**src/rtl/tlw_pkg.sv**
```systemverilog
// Package with the character codes, register indexes and sequencer types of the line wrapper.
package tlw_pkg;

  localparam int HELD_DEPTH = 64;
  localparam int HAW = 6;
  localparam int HCW = 7;

  localparam logic [7:0] CH_NL    = 8'h0A;
  localparam logic [7:0] CH_SP    = 8'h20;
  localparam logic [7:0] CH_DOT   = 8'h2E;
  localparam logic [7:0] CH_COMMA = 8'h2C;
  localparam logic [7:0] CH_SLASH = 8'h2F;

  localparam logic [1:0] MODE_WORD  = 2'd0;
  localparam logic [1:0] MODE_FILL  = 2'd1;
  localparam logic [1:0] MODE_SOLID = 2'd2;
  localparam logic [1:0] MODE_PASS  = 2'd3;

  localparam logic REG_MODE  = 1'b0;
  localparam logic REG_WIDTH = 1'b1;

  localparam logic [1:0] MODE_RESET  = MODE_PASS;
  localparam logic [5:0] WIDTH_RESET = 6'd63;

  typedef enum logic [2:0] {
    PH_IDLE,
    PH_PRE,
    PH_FLUSH,
    PH_POST,
    PH_MARK
  } phase_t;

endpackage

```
**src/rtl/text_line_wrapper_top.sv**
```systemverilog
// Streaming greedy word wrapper with a held-word memory and an output sequencer.
//
// Text enters one byte per word on the in channel (in_valid, in_stall) together
// with end_of_text, and reflowed bytes leave on the out channel (out_valid,
// out_stall), each tagged with no_byte, run_last and text_last. Mode and line
// width are written through cfg_en, cfg_index and cfg_data; the user must write
// them only while the block idles, as the block does not enforce it. The words
// that an input word causes are sent one per cycle from the output sequencer
// while out_stall does not hold them; in_stall stays high until the last of them
// has entered the fetch stage, and a held character with no output is not stalled.
// A held word is replayed from a 64-entry memory with a registered read that runs
// in step with the fetch stage, so a word read back from the memory reaches
// out_valid along the same path as a literal byte.
// The fetch stage and the output register form a two-deep pipeline, so a stall
// on the out side holds both and then backs up into in_stall.
// Reset sets pass mode and width 63 and empties the held count; the held
// memory is not cleared, since only entries below the held count are read.
module text_line_wrapper_top #(
  parameter int MAX_LINE = 63
) (
  input  logic       clk,
  input  logic       rst,
  input  logic       cfg_en,
  input  logic       cfg_index,
  input  logic [5:0] cfg_data,
  input  logic       in_valid,
  output logic       in_stall,
  input  logic [7:0] text_byte,
  input  logic       end_of_text,
  output logic       out_valid,
  input  logic       out_stall,
  output logic [7:0] out_byte,
  output logic       no_byte,
  output logic       run_last,
  output logic       text_last
);

  localparam int LRW_MIN = $clog2(MAX_LINE + 2);
  localparam int LRW = (LRW_MIN > tlw_pkg::HCW) ? LRW_MIN : tlw_pkg::HCW;
  localparam logic [LRW-1:0] RUN_MAX = LRW'(MAX_LINE + 1);

  logic [1:0] mode;
  logic [5:0] line_width;
  logic [tlw_pkg::HCW-1:0] held_count;
  logic [LRW-1:0] line_run;
  logic break_pending;

  logic [7:0] held_text [tlw_pkg::HELD_DEPTH];
  logic [7:0] mem_q;

  tlw_pkg::phase_t phase, phase_next;
  logic [tlw_pkg::HAW-1:0] ptr;
  logic [tlw_pkg::HCW-1:0] f_end;
  logic [7:0] pre_b, post_b;
  logic post_v, flush_nz, eot_r;
  logic wr_pend;
  logic [tlw_pkg::HAW-1:0] wr_addr;
  logic [7:0] wr_data;

  logic st_valid, st_mem, st_nob, st_rl, st_tl;
  logic [7:0] st_lit;

  logic accept, issue, moved, is_last, rd_en;
  logic [7:0] issue_byte;

  logic [7:0] c;
  logic [LRW-1:0] lr_b;
  logic over, is_brk;
  logic p_pre_v, p_post_v, p_wr_v, p_flush_nz;
  logic [7:0] p_pre_b, p_post_b, p_wr_d;
  logic [tlw_pkg::HAW-1:0] p_first, p_wr_a;
  logic [tlw_pkg::HCW-1:0] p_end, hc_n, hc_inc;
  logic [LRW-1:0] lr_n;
  logic pend_n, p_any;

  logic mem_we;
  logic [tlw_pkg::HAW-1:0] mem_waddr;
  logic [7:0] mem_wdata;

  assign in_stall = (phase != tlw_pkg::PH_IDLE);
  assign accept   = in_valid && !in_stall;
  assign moved    = st_valid && (!out_valid || !out_stall);
  assign issue    = (phase != tlw_pkg::PH_IDLE) && (!st_valid || moved);
  assign rd_en    = issue && (phase == tlw_pkg::PH_FLUSH);

  always_comb begin
    c = text_byte;
    if (mode == tlw_pkg::MODE_FILL && c == tlw_pkg::CH_NL) begin
      c = tlw_pkg::CH_SP;
    end
    is_brk = (c == tlw_pkg::CH_SP) || (c == tlw_pkg::CH_DOT) ||
             (c == tlw_pkg::CH_COMMA) || (c == tlw_pkg::CH_SLASH);
    lr_b = (line_run < RUN_MAX) ? line_run + LRW'(1) : line_run;
    over = lr_b > LRW'(line_width);
    hc_inc = held_count + tlw_pkg::HCW'(1);

    p_pre_v = 1'b0;
    p_pre_b = c;
    p_first = '0;
    p_end = '0;
    p_post_v = 1'b0;
    p_post_b = c;
    p_wr_v = 1'b0;
    p_wr_a = '0;
    p_wr_d = c;
    hc_n = held_count;
    lr_n = line_run;
    pend_n = break_pending;

    if (mode == tlw_pkg::MODE_WORD || mode == tlw_pkg::MODE_FILL) begin
      if (c == tlw_pkg::CH_NL) begin
        p_end = held_count;
        p_post_v = 1'b1;
        p_post_b = tlw_pkg::CH_NL;
        hc_n = '0;
        pend_n = 1'b0;
        lr_n = '0;
      end else if (is_brk) begin
        p_end = held_count;
        if (over) begin
          p_post_v = 1'b1;
          p_post_b = tlw_pkg::CH_NL;
          lr_n = '0;
          hc_n = '0;
          pend_n = 1'b0;
        end else begin
          lr_n = lr_b;
          if (end_of_text) begin
            p_post_v = 1'b1;
          end else begin
            p_wr_v = 1'b1;
            p_wr_a = '0;
            hc_n = tlw_pkg::HCW'(1);
            pend_n = 1'b1;
          end
        end
      end else if (break_pending) begin
        if (over) begin
          p_pre_v = 1'b1;
          p_pre_b = tlw_pkg::CH_NL;
          p_first = tlw_pkg::HAW'(1);
          p_end = held_count;
          p_post_v = 1'b1;
          lr_n = LRW'(held_count);
          hc_n = '0;
          pend_n = 1'b0;
        end else if (hc_inc >= tlw_pkg::HCW'(tlw_pkg::HELD_DEPTH) || end_of_text) begin
          p_end = held_count;
          p_post_v = 1'b1;
          lr_n = lr_b;
          hc_n = '0;
          pend_n = 1'b0;
        end else begin
          p_wr_v = 1'b1;
          p_wr_a = held_count[tlw_pkg::HAW-1:0];
          hc_n = hc_inc;
          lr_n = lr_b;
        end
      end else begin
        p_post_v = 1'b1;
        lr_n = lr_b;
      end
    end else if (held_count != '0) begin
      p_end = held_count;
      p_post_v = 1'b1;
      lr_n = '0;
      hc_n = '0;
      pend_n = 1'b0;
    end else if (mode == tlw_pkg::MODE_SOLID) begin
      if (c != tlw_pkg::CH_NL) begin
        p_pre_v = 1'b1;
        if (lr_b >= LRW'(line_width)) begin
          p_post_v = 1'b1;
          p_post_b = tlw_pkg::CH_NL;
          lr_n = '0;
        end else begin
          lr_n = lr_b;
        end
      end
    end else begin
      p_post_v = 1'b1;
    end

    if (end_of_text) begin
      lr_n = '0;
      hc_n = '0;
      pend_n = 1'b0;
      p_wr_v = 1'b0;
    end

    p_flush_nz = p_end > tlw_pkg::HCW'(p_first);
    p_any = p_pre_v || p_flush_nz || p_post_v;
  end

  always_comb begin
    phase_next = phase;
    issue_byte = '0;
    unique case (phase)
      tlw_pkg::PH_IDLE: begin
        if (accept) begin
          if (p_pre_v) begin
            phase_next = tlw_pkg::PH_PRE;
          end else if (p_flush_nz) begin
            phase_next = tlw_pkg::PH_FLUSH;
          end else if (p_post_v) begin
            phase_next = tlw_pkg::PH_POST;
          end else if (end_of_text) begin
            phase_next = tlw_pkg::PH_MARK;
          end
        end
      end
      tlw_pkg::PH_PRE: begin
        issue_byte = pre_b;
        if (issue) begin
          if (flush_nz) begin
            phase_next = tlw_pkg::PH_FLUSH;
          end else if (post_v) begin
            phase_next = tlw_pkg::PH_POST;
          end else begin
            phase_next = tlw_pkg::PH_IDLE;
          end
        end
      end
      tlw_pkg::PH_FLUSH: begin
        if (issue && (tlw_pkg::HCW'(ptr) + tlw_pkg::HCW'(1)) == f_end) begin
          phase_next = post_v ? tlw_pkg::PH_POST : tlw_pkg::PH_IDLE;
        end
      end
      tlw_pkg::PH_POST: begin
        issue_byte = post_b;
        if (issue) begin
          phase_next = tlw_pkg::PH_IDLE;
        end
      end
      tlw_pkg::PH_MARK: begin
        if (issue) begin
          phase_next = tlw_pkg::PH_IDLE;
        end
      end
      default: phase_next = tlw_pkg::PH_IDLE;
    endcase
  end

  assign is_last = issue && (phase_next == tlw_pkg::PH_IDLE);

  always_comb begin
    mem_we = 1'b0;
    mem_waddr = p_wr_a;
    mem_wdata = p_wr_d;
    if (accept && p_wr_v && !p_any) begin
      mem_we = 1'b1;
    end else if (is_last && wr_pend) begin
      mem_we = 1'b1;
      mem_waddr = wr_addr;
      mem_wdata = wr_data;
    end
  end

  always_ff @(posedge clk) begin
    if (mem_we) held_text[mem_waddr] <= mem_wdata;
    if (rd_en) mem_q <= held_text[ptr];
  end

  always_ff @(posedge clk) begin
    if (rst) begin
      phase <= tlw_pkg::PH_IDLE;
    end else begin
      phase <= phase_next;
    end
  end

  always_ff @(posedge clk) begin
    if (rst) begin
      mode <= tlw_pkg::MODE_RESET;
      line_width <= tlw_pkg::WIDTH_RESET;
      held_count <= '0;
      line_run <= '0;
      break_pending <= 1'b0;
      wr_pend <= 1'b0;
      st_valid <= 1'b0;
      out_valid <= 1'b0;
    end else begin
      if (cfg_en) begin
        unique case (cfg_index)
          tlw_pkg::REG_MODE:  mode <= cfg_data[1:0];
          tlw_pkg::REG_WIDTH: line_width <= cfg_data;
          default: ;
        endcase
      end
      if (accept) begin
        held_count <= hc_n;
        line_run <= lr_n;
        break_pending <= pend_n;
        wr_pend <= p_wr_v && p_any;
      end else if (is_last) begin
        wr_pend <= 1'b0;
      end
      if (issue) begin
        st_valid <= 1'b1;
      end else if (moved) begin
        st_valid <= 1'b0;
      end
      if (moved) begin
        out_valid <= 1'b1;
      end else if (!out_stall) begin
        out_valid <= 1'b0;
      end
    end
  end

  always_ff @(posedge clk) begin
    if (accept) begin
      ptr <= p_first;
      f_end <= p_end;
      flush_nz <= p_flush_nz;
      pre_b <= p_pre_b;
      post_v <= p_post_v;
      post_b <= p_post_b;
      eot_r <= end_of_text;
      wr_addr <= p_wr_a;
      wr_data <= p_wr_d;
    end else if (rd_en) begin
      ptr <= ptr + tlw_pkg::HAW'(1);
    end
    if (issue) begin
      st_mem <= (phase == tlw_pkg::PH_FLUSH);
      st_lit <= issue_byte;
      st_nob <= (phase == tlw_pkg::PH_MARK);
      st_rl <= is_last;
      st_tl <= is_last && eot_r;
    end
    if (moved) begin
      out_byte <= st_mem ? mem_q : st_lit;
      no_byte <= st_nob;
      run_last <= st_rl;
      text_last <= st_tl;
    end
  end

  a_held_bound: assert property (@(posedge clk) disable iff (rst)
    held_count < tlw_pkg::HCW'(tlw_pkg::HELD_DEPTH))
    else $error("Held count exceeds the held memory depth.");

  a_pend_count: assert property (@(posedge clk) disable iff (rst)
    break_pending == (held_count != '0))
    else $error("Break flag disagrees with the held count.");

  a_flush_range: assert property (@(posedge clk) disable iff (rst)
    (phase == tlw_pkg::PH_FLUSH) |-> (tlw_pkg::HCW'(ptr) < f_end))
    else $error("Flush pointer ran past the held text.");

  a_text_last: assert property (@(posedge clk) disable iff (rst)
    (out_valid && text_last) |-> run_last)
    else $error("End of text flagged on a word that does not close its run.");

  a_write_idle: assert property (@(posedge clk) disable iff (rst)
    (wr_pend && phase == tlw_pkg::PH_IDLE) |-> !accept)
    else $error("Deferred held write still pending when a new word is taken.");

endmodule

```
**config.mk**
```make
export PLATFORM = sky130hd
export DESIGN_NAME = text_line_wrapper_top
export DESIGN_NICKNAME = d
export VERILOG_FILES = /design/src/rtl/tlw_pkg.sv /design/src/rtl/text_line_wrapper_top.sv
export SDC_FILE = /design/constraint.sdc
export NUM_CORES = 1
export LEC_CHECK = 0
export ABC_AREA = 1
export BUFFER_PORTS_ARGS = -buffer_cell sky130_fd_sc_hd__buf_2
export CAP_MARGIN = 25
export CORE_MARGIN = 3
export CORE_UTILIZATION = 30
export DETAILED_ROUTE_END_ITERATION = 8
export GPL_ROUTABILITY_DRIVEN = 0
export MAX_ROUTING_LAYER = met4
export PLACE_DENSITY = 0.45
export SLEW_MARGIN = 20
export SYNTH_ARGS = -nofsm -noshare
export SYNTH_HDL_FRONTEND = slang
export SYNTH_SLANG_ARGS = --single-unit
```
**constraint.sdc**
```tcl
create_clock -name clk -period 7.2 [get_ports clk]
set_input_delay 1.44 -clock clk [delete_from_list [all_inputs] [get_ports clk]]
set_output_delay 1.44 -clock clk [all_outputs]
set_load 0.005 [all_outputs]
```
==> metrics.txt, run 1 <==
via count of the first global-routing pass=16700; Warnings, synthesis=0; Clock Sinks=618; clock buffers created by TritonCTS=70; Hold Path Class=reg -> reg; clock-pin slew on the worst setup and hold paths=0.06 ns; count of buffers from port buffering=33; Routed WL per cell=22.1 um; Antenna Nets Post-Route=0; status=completed; top layer in use=met4; CTS root buf=clkbuf_16; core region area=roughly 84000 um2; classification of the worst setup path=reg -> reg; largest clock skew in the final design=0.0330 ns; setup slack at placement=0.865 ns; post-cts gate resize count=0; minimum period implied by the final worst setup slack=6.04 ns; number of max-cap violations=0; largest fanout of any net on the critical path=20; Via Count=17100; Max VDD drop=0.170 mV; total half-perimeter wirelength after legalization and detailed placement=47000 um; cell count after synthesis=2160; area used by multi-input combinational logic=6730 um2; sw power=3470 uW; routed wire length on met3=3450 um; fraction of power spent switching nets=around a third; sum of negative setup slack=0 ns; first-pass GRT wire length=110000 um; final setup slack of the worst path=1.16 ns; residual overflow from global routing=0; portion of synthesized cell area occupied by the leading cell type=68.7%; top area cells in the synthesized netlist=edfxtp_1 (69%), o21ai_0 (7.0%), nor2_1 (6.9%); RSZ-0062 raised after global routing=false; biggest area consumer among synthesized cells=edfxtp_1; maximum number of pins on one net before global-route repair=76; total standard cell area after synthesis=25700 um2; Layout area overhead=14.8%; sequential fraction of the synthesis area=71.0%; overall global routing resource usage=about 17%; Final Hold Fails=0; synthesized area divided by synthesized cell count=11.9 um2; commonest cells after routing, fill and taps aside=edfxtp_1 (589), nor2_1 (474), o21ai_0 (350), o22ai_1 (156), nand2_1 (126); total iterations of the first detailed-routing run=5; number of enable flip-flop cells after synthesis=slightly below 600; Flop pwr share=roughly two fifths; number of distinct library cells after synthesis=49; LEAKAGE=between 0.009 and 0.01 uW; number of I/O pins=34; die extent in y=299 um; latest clock arrival within the worst-skew pair=0.61 ns; number of nets in the layout=2205; initial antenna violation count=1; Int Power=6960 uW; Setup crit end kind=register; number of buffers added to fix hold violations after cts=0; highest attainable clock frequency=166 MHz; overall routed net length=74300 um; required time at the endpoint of the critical path=7.43 ns; number of H-tree levels=3; register bit count reported by yosys=618; cell area power density=353 nW/um2; part of the total power dissipated in combinational logic=25.5%; slowest stage cell, crit path=nor2_1; number of fill cells=8277; worst slew pin tran=0.999 ns; Seq. cell area=roughly 18000 um2; initial core utilization=between 30% and 40%; met1 layer wirelength in the final routing=34200 um; Clk pwr share=about a third; Max stage delay on crit path=0.75 ns; Detail Route met2 WL=34500 um; kind of start point of the critical path=register; library cell appearing most often on the critical path=nand2_1; most frequently used flop master after synthesis=edfxtp_1; standard-cell rows=106; 1st-iter DRT viols=around 1800; commonest non-fill, non-tap cell in the layout=edfxtp_1; data arrival time of the critical path=approximately 6.3 ns; DRC violations left=0; maximum clock insertion buffer count=3; Pins Over Slew Limit=0; n_diodes=0; max_slew headroom=33.1%; Final period util=83.8%; fraction of synthesis flops using an asynchronous set or reset pin=0%; fraction of final layout cells sized beyond drive strength 1=11.0%; floorplan die area=roughly 90000 um2; Post CTS Setup Buffer Count=0; die span in x=approximately 300 um; vias per cell=~5.1; TritonCTS clock tree=built; final setup violation count=0; net count of the mapped netlist=around 2200
==> sequential cells by signal, indices dropped and copies added, names as in the netlist, 7 cells and up <==
signal	count
pre_b	8
held_count	7
line_run	7
out_byte	8
st_lit	8
wr_data	8
held_text	512
mem_q	8
f_end	7
post_b	8
==> synth_stat cells, drive strengths merged (2+ instances only) <==
cell and instances:
a32oi 3, o22ai 156, nor2 485, nand3 32
o21ai 367, o32ai 13, o211ai 8, xor2 12
a31oi 2, nor3 20, o31ai 2, clkbuf 115
buf 10, a21oi 18, nand2 145, dfxtp 29
nor4 2, mux2 8, inv 91, xnor2 4
a22o 8, ha 11, nand4 21, edfxtp 589
==> critical path, delay by kind of cell, from the launching register on <==
kind / cells / cell delay, ns
compound gates: 2 / 0.33
buf+inv: 5 / 1.01
fa+ha+maj: 2 / 0.46
flops: 1 / 0.35
simple gates: 17 / 3.27
xor+xnor: 1 / 0.24
==> power groups by stage <==
stage / Combinational [uW] / Sequential [uW] / Clock, uW
2_1_floorplan: 1660 / 4230 / 0
3_3_place_gp: 2670 / 4270 / 0
3_5_place_dp: 2660 / 4270 / 0
4_1_cts: 2660 / 4200 / 3650
5_1_grt: 2900 / 4210 / 3780
6_report: 2660 / 4200 / 3570
==> logic make-up (layout without fill, tap and decap cells) <==
| kind of cell | Yosys count | in the layout | share of synthesized area [%] |
|---|---|---|---|
| adder cells (fa/ha/maj) | 11 | 11 | 0.535 |
| AND/OR/NAND/NOR | 708 | 708 | 11.6 |
| flip-flops | 618 | 618 | 71.0 |
| XOR/XNOR | 16 | 16 | 0.544 |
| AO/OA/AOI/OAI | 582 | 582 | 12.8 |
| multiplexers | 8 | 8 | 0.350 |
| buffers and inverters | 217 | 286 | 3.27 |
==> per-layer routing <==
metal / track usage [%] / vias to the layer above
met4: 4.90 / 0
met5: - / -
met2: 25.9 / 482
met3: 2.16 / 123
li1: - / 7907
met1: 23.0 / 8604
==> worst paths after layout <==
check                      startpoint                          to  slack, ns  depth (start not counted)
max          line_run[6]$_SDFFE_PP0P_  held_text[43][2]$_DFFE_PP_       1.16                         27
min                   st_rl$_DFFE_PP_          run_last$_DFFE_PP_       0.42                          0
max reg2reg  line_run[6]$_SDFFE_PP0P_  held_text[43][2]$_DFFE_PP_       1.16                         27
min reg2reg           st_rl$_DFFE_PP_          run_last$_DFFE_PP_       0.42                          0
==> cell type report <==
cell class	count	share of cell area [%]
clock inverter	44	1.60
inverter	92	1.19
clock buffer	84	6.18
timing repair buffer	66	1.69
multi-input combinational	1325	22.7
sequential	618	61.8
tap	1134	4.80
==> per-stage QoR <==
stage / hold WS [ns] / total power (uW) / cell area (um2) / utilization [%] / cells
6_report: 0.424 / 10400 / 29600 / 35.0 / 3363
5_1_grt: 0.430 / 10900 / 29600 / 35.0 / 3363
4_1_cts: 0.426 / 10500 / 29600 / 35.0 / 3362
3_5_place_dp: 0.412 / 6930 / 27300 / 32.3 / 3234
3_3_place_gp: 0.409 / 6940 / 27200 / 32.3 / 3232
2_1_floorplan: 0.400 / 5890 / 25700 / - / 2160
Power figures use the tool's default switching activity.
==> run 2: changes to the inputs <==
==> constraint.sdc (replaced) <==
create_clock -name clk -period 5.8 [get_ports clk]
set_input_delay 1.16 -clock clk [delete_from_list [all_inputs] [get_ports clk]]
set_output_delay 1.16 -clock clk [all_outputs]
set_load 0.005 [all_outputs]
==> run 2 against run 1 <==
Critical path depth grew 2. Worst hold slack lost 0.00087 ns. First-iteration DRC count shrank 17%. Combinational power grew 24%. Largest cell class unchanged. Critical endpoint is now held_text[39][5]$_DFFE_PP_. Via count grew 0.57%.
==> metrics.txt, run 2 (synthesis gave the netlist of run 1 again) <==
status=completed; commonest cells after routing, fill and taps aside=edfxtp_1 (589), nor2_1 (473), o21ai_0 (350), o22ai_1 (156), nand2_1 (126); maximum number of pins on one net before global-route repair=100; max FFs per register=512; Pins Over Slew Limit=0; sum of negative setup slack=0 ns; LEAKAGE=0.0101 uW; count of buffers from port buffering=33; cell area power density=428 nW/um2; required time at the endpoint of the critical path=6.04 ns; first-pass GRT wire length=between 100000 and 150000 um; Max VDD drop=0.224 mV; initial core utilization=30.5%; Int Power=8500 uW; minimum period implied by the final worst setup slack=5.28 ns; clock buffers created by TritonCTS=72; Flop pwr share=40.6%; latest clock arrival within the worst-skew pair=0.62 ns; number of fill cells=8321; highest attainable clock frequency=189 MHz; maximum clock insertion buffer count=3; Antenna Nets Post-Route=0; area used by multi-input combinational logic=approximately 6700 um2; die extent in y=299 um; Worst Hold Slack=0.423 ns; standard-cell rows=about 110; slowest stage cell, crit path=nor2_1; RSZ-0062 raised after global routing=true; CTS root buf=clkbuf_16; residual overflow from global routing=0; kind of start point of the critical path=register; number of nets in the layout=2270; core region area=84400 um2; final cell count without fillers=3431; data arrival time of the critical path=between 5 and 6 ns; part of the total power dissipated in combinational logic=25.7%; Clock Sinks=618; total iterations of the first detailed-routing run=5; clock-pin slew on the worst setup and hold paths=0.06 ns; TritonCTS clock tree=built; vias per cell=roughly 5; largest clock skew in the final design=0.0318 ns; Final Hold Fails=0; number of I/O pins=34; Util after Layout=35.6%; worst slew pin tran=approximately 0.95 ns; max_slew headroom=36.6%; number of buffers added to fix hold violations after cts=0; total half-perimeter wirelength after legalization and detailed placement=between 40000 and 50000 um; final setup violation count=0; overall global routing resource usage=16.8%; Seq. cell area=18300 um2; fraction of power spent switching nets=33.8%; number of max-cap violations=0; library cell appearing most often on the critical path=nand2_1; Via Count=approximately 17000; dpl cells=3298; Clk pwr share=33.7%; floorplan die area=~89000 um2; overall routed net length=73300 um; Final period util=around nine tenths; DRC violations left=0; commonest non-fill, non-tap cell in the layout=edfxtp_1; largest register by flop count=held_text; via count of the first global-routing pass=roughly 17000; fraction of final layout cells sized beyond drive strength 1=a little over an eighth; die span in x=about 300 um; sw power=about 4300 uW; initial antenna violation count=0; number of H-tree levels=3; largest fanout of any net on the critical path=18; Max stage delay on crit path=slightly above 0.7 ns; Routed WL per cell=21.4 um; Layout area overhead=16.6%; classification of the worst setup path=reg -> reg; 1st-iter DRT viols=1511; Hold Path Class=reg -> reg; Setup crit end kind=register
-- run 2: changes by cell type in the layout (fill, tap and decap cells not counted), sizes merged --
cell      change
buf          +64
bufinv        -5
clkinv        +7
clkinvlp      -3
diode         +1
inv           +4
-- run 2: final timing paths --
kind	startpoint	end	slack, ns	depth (start not counted)
setup / recovery	line_run[6]$_SDFFE_PP0P_	held_text[39][5]$_DFFE_PP_	0.52	29
hold reg to reg	st_tl$_DFFE_PP_	text_last$_DFFE_PP_	0.42	0
setup reg to reg	line_run[6]$_SDFFE_PP0P_	held_text[39][5]$_DFFE_PP_	0.52	29
hold / removal	st_tl$_DFFE_PP_	text_last$_DFFE_PP_	0.42	0
-- run 2: final cells by class --
class	count	share of cell area (%)
antenna	1	0.00834
clock buffer	85	6.27
clock inverter	47	1.24
inverter	92	1.18
multi-input combinational	1325	22.4
sequential	618	60.9
tap	1134	4.73
timing repair buffer	129	3.32
-- run 2: per-stage QoR --
stage | setup WS, ns | cell area, um2 | power [uW]
final | 0.522 | 30000 | 12800
after global routing | -0.113 | 30000 | 13500
after CTS | 0.435 | 30000 | 13000
after detailed placement | 0.457 | 27800 | 8620
after global placement | 0.530 | 27700 | 8640
after floorplan | -0.581 | 25700 | 7310
-- run 2: worst max-delay path: cells and delay by family (launching register included) --
family,cells,cell delay (ns)
AOI/OAI and AO/OA,2,0.14
and+or+nand+nor,18,2.83
xor gates and xnor gates,1,0.22
DFF,1,0.35
buffers and inverters,6,0.81
adders and majority gates,2,0.55
-- run 2: timing repair --
action / CTS / global route
buffers inserted: 0 / 0
setup endpoints to repair: 0 / 56
endpoints found under the hold margin: 0 / 0
resized for setup: 0 / 1
-- run 2: metal layers --
metal | global-route usage (%) | vias to the layer above | wire, um
met1 | 22.3 | 8634 | 32800
met3 | 2.64 | 112 | 3610
met4 | 4.93 | 0 | 1950
li1 | - | 8049 | -
met2 | 26.7 | 419 | 35000
met5 | - | - | 0
-- run 2: power groups by stage --
| stage | registers [uW] | clock network, uW | logic [uW] |
|---|---|---|---|
| finish | 5220 | 4330 | 3300 |
| global route | 5230 | 4630 | 3630 |
| CTS | 5220 | 4440 | 3320 |
| detailed placement | 5310 | 0 | 3310 |
| global placement | 5310 | 0 | 3330 |
| floorplan | 5260 | 0 | 2060 |
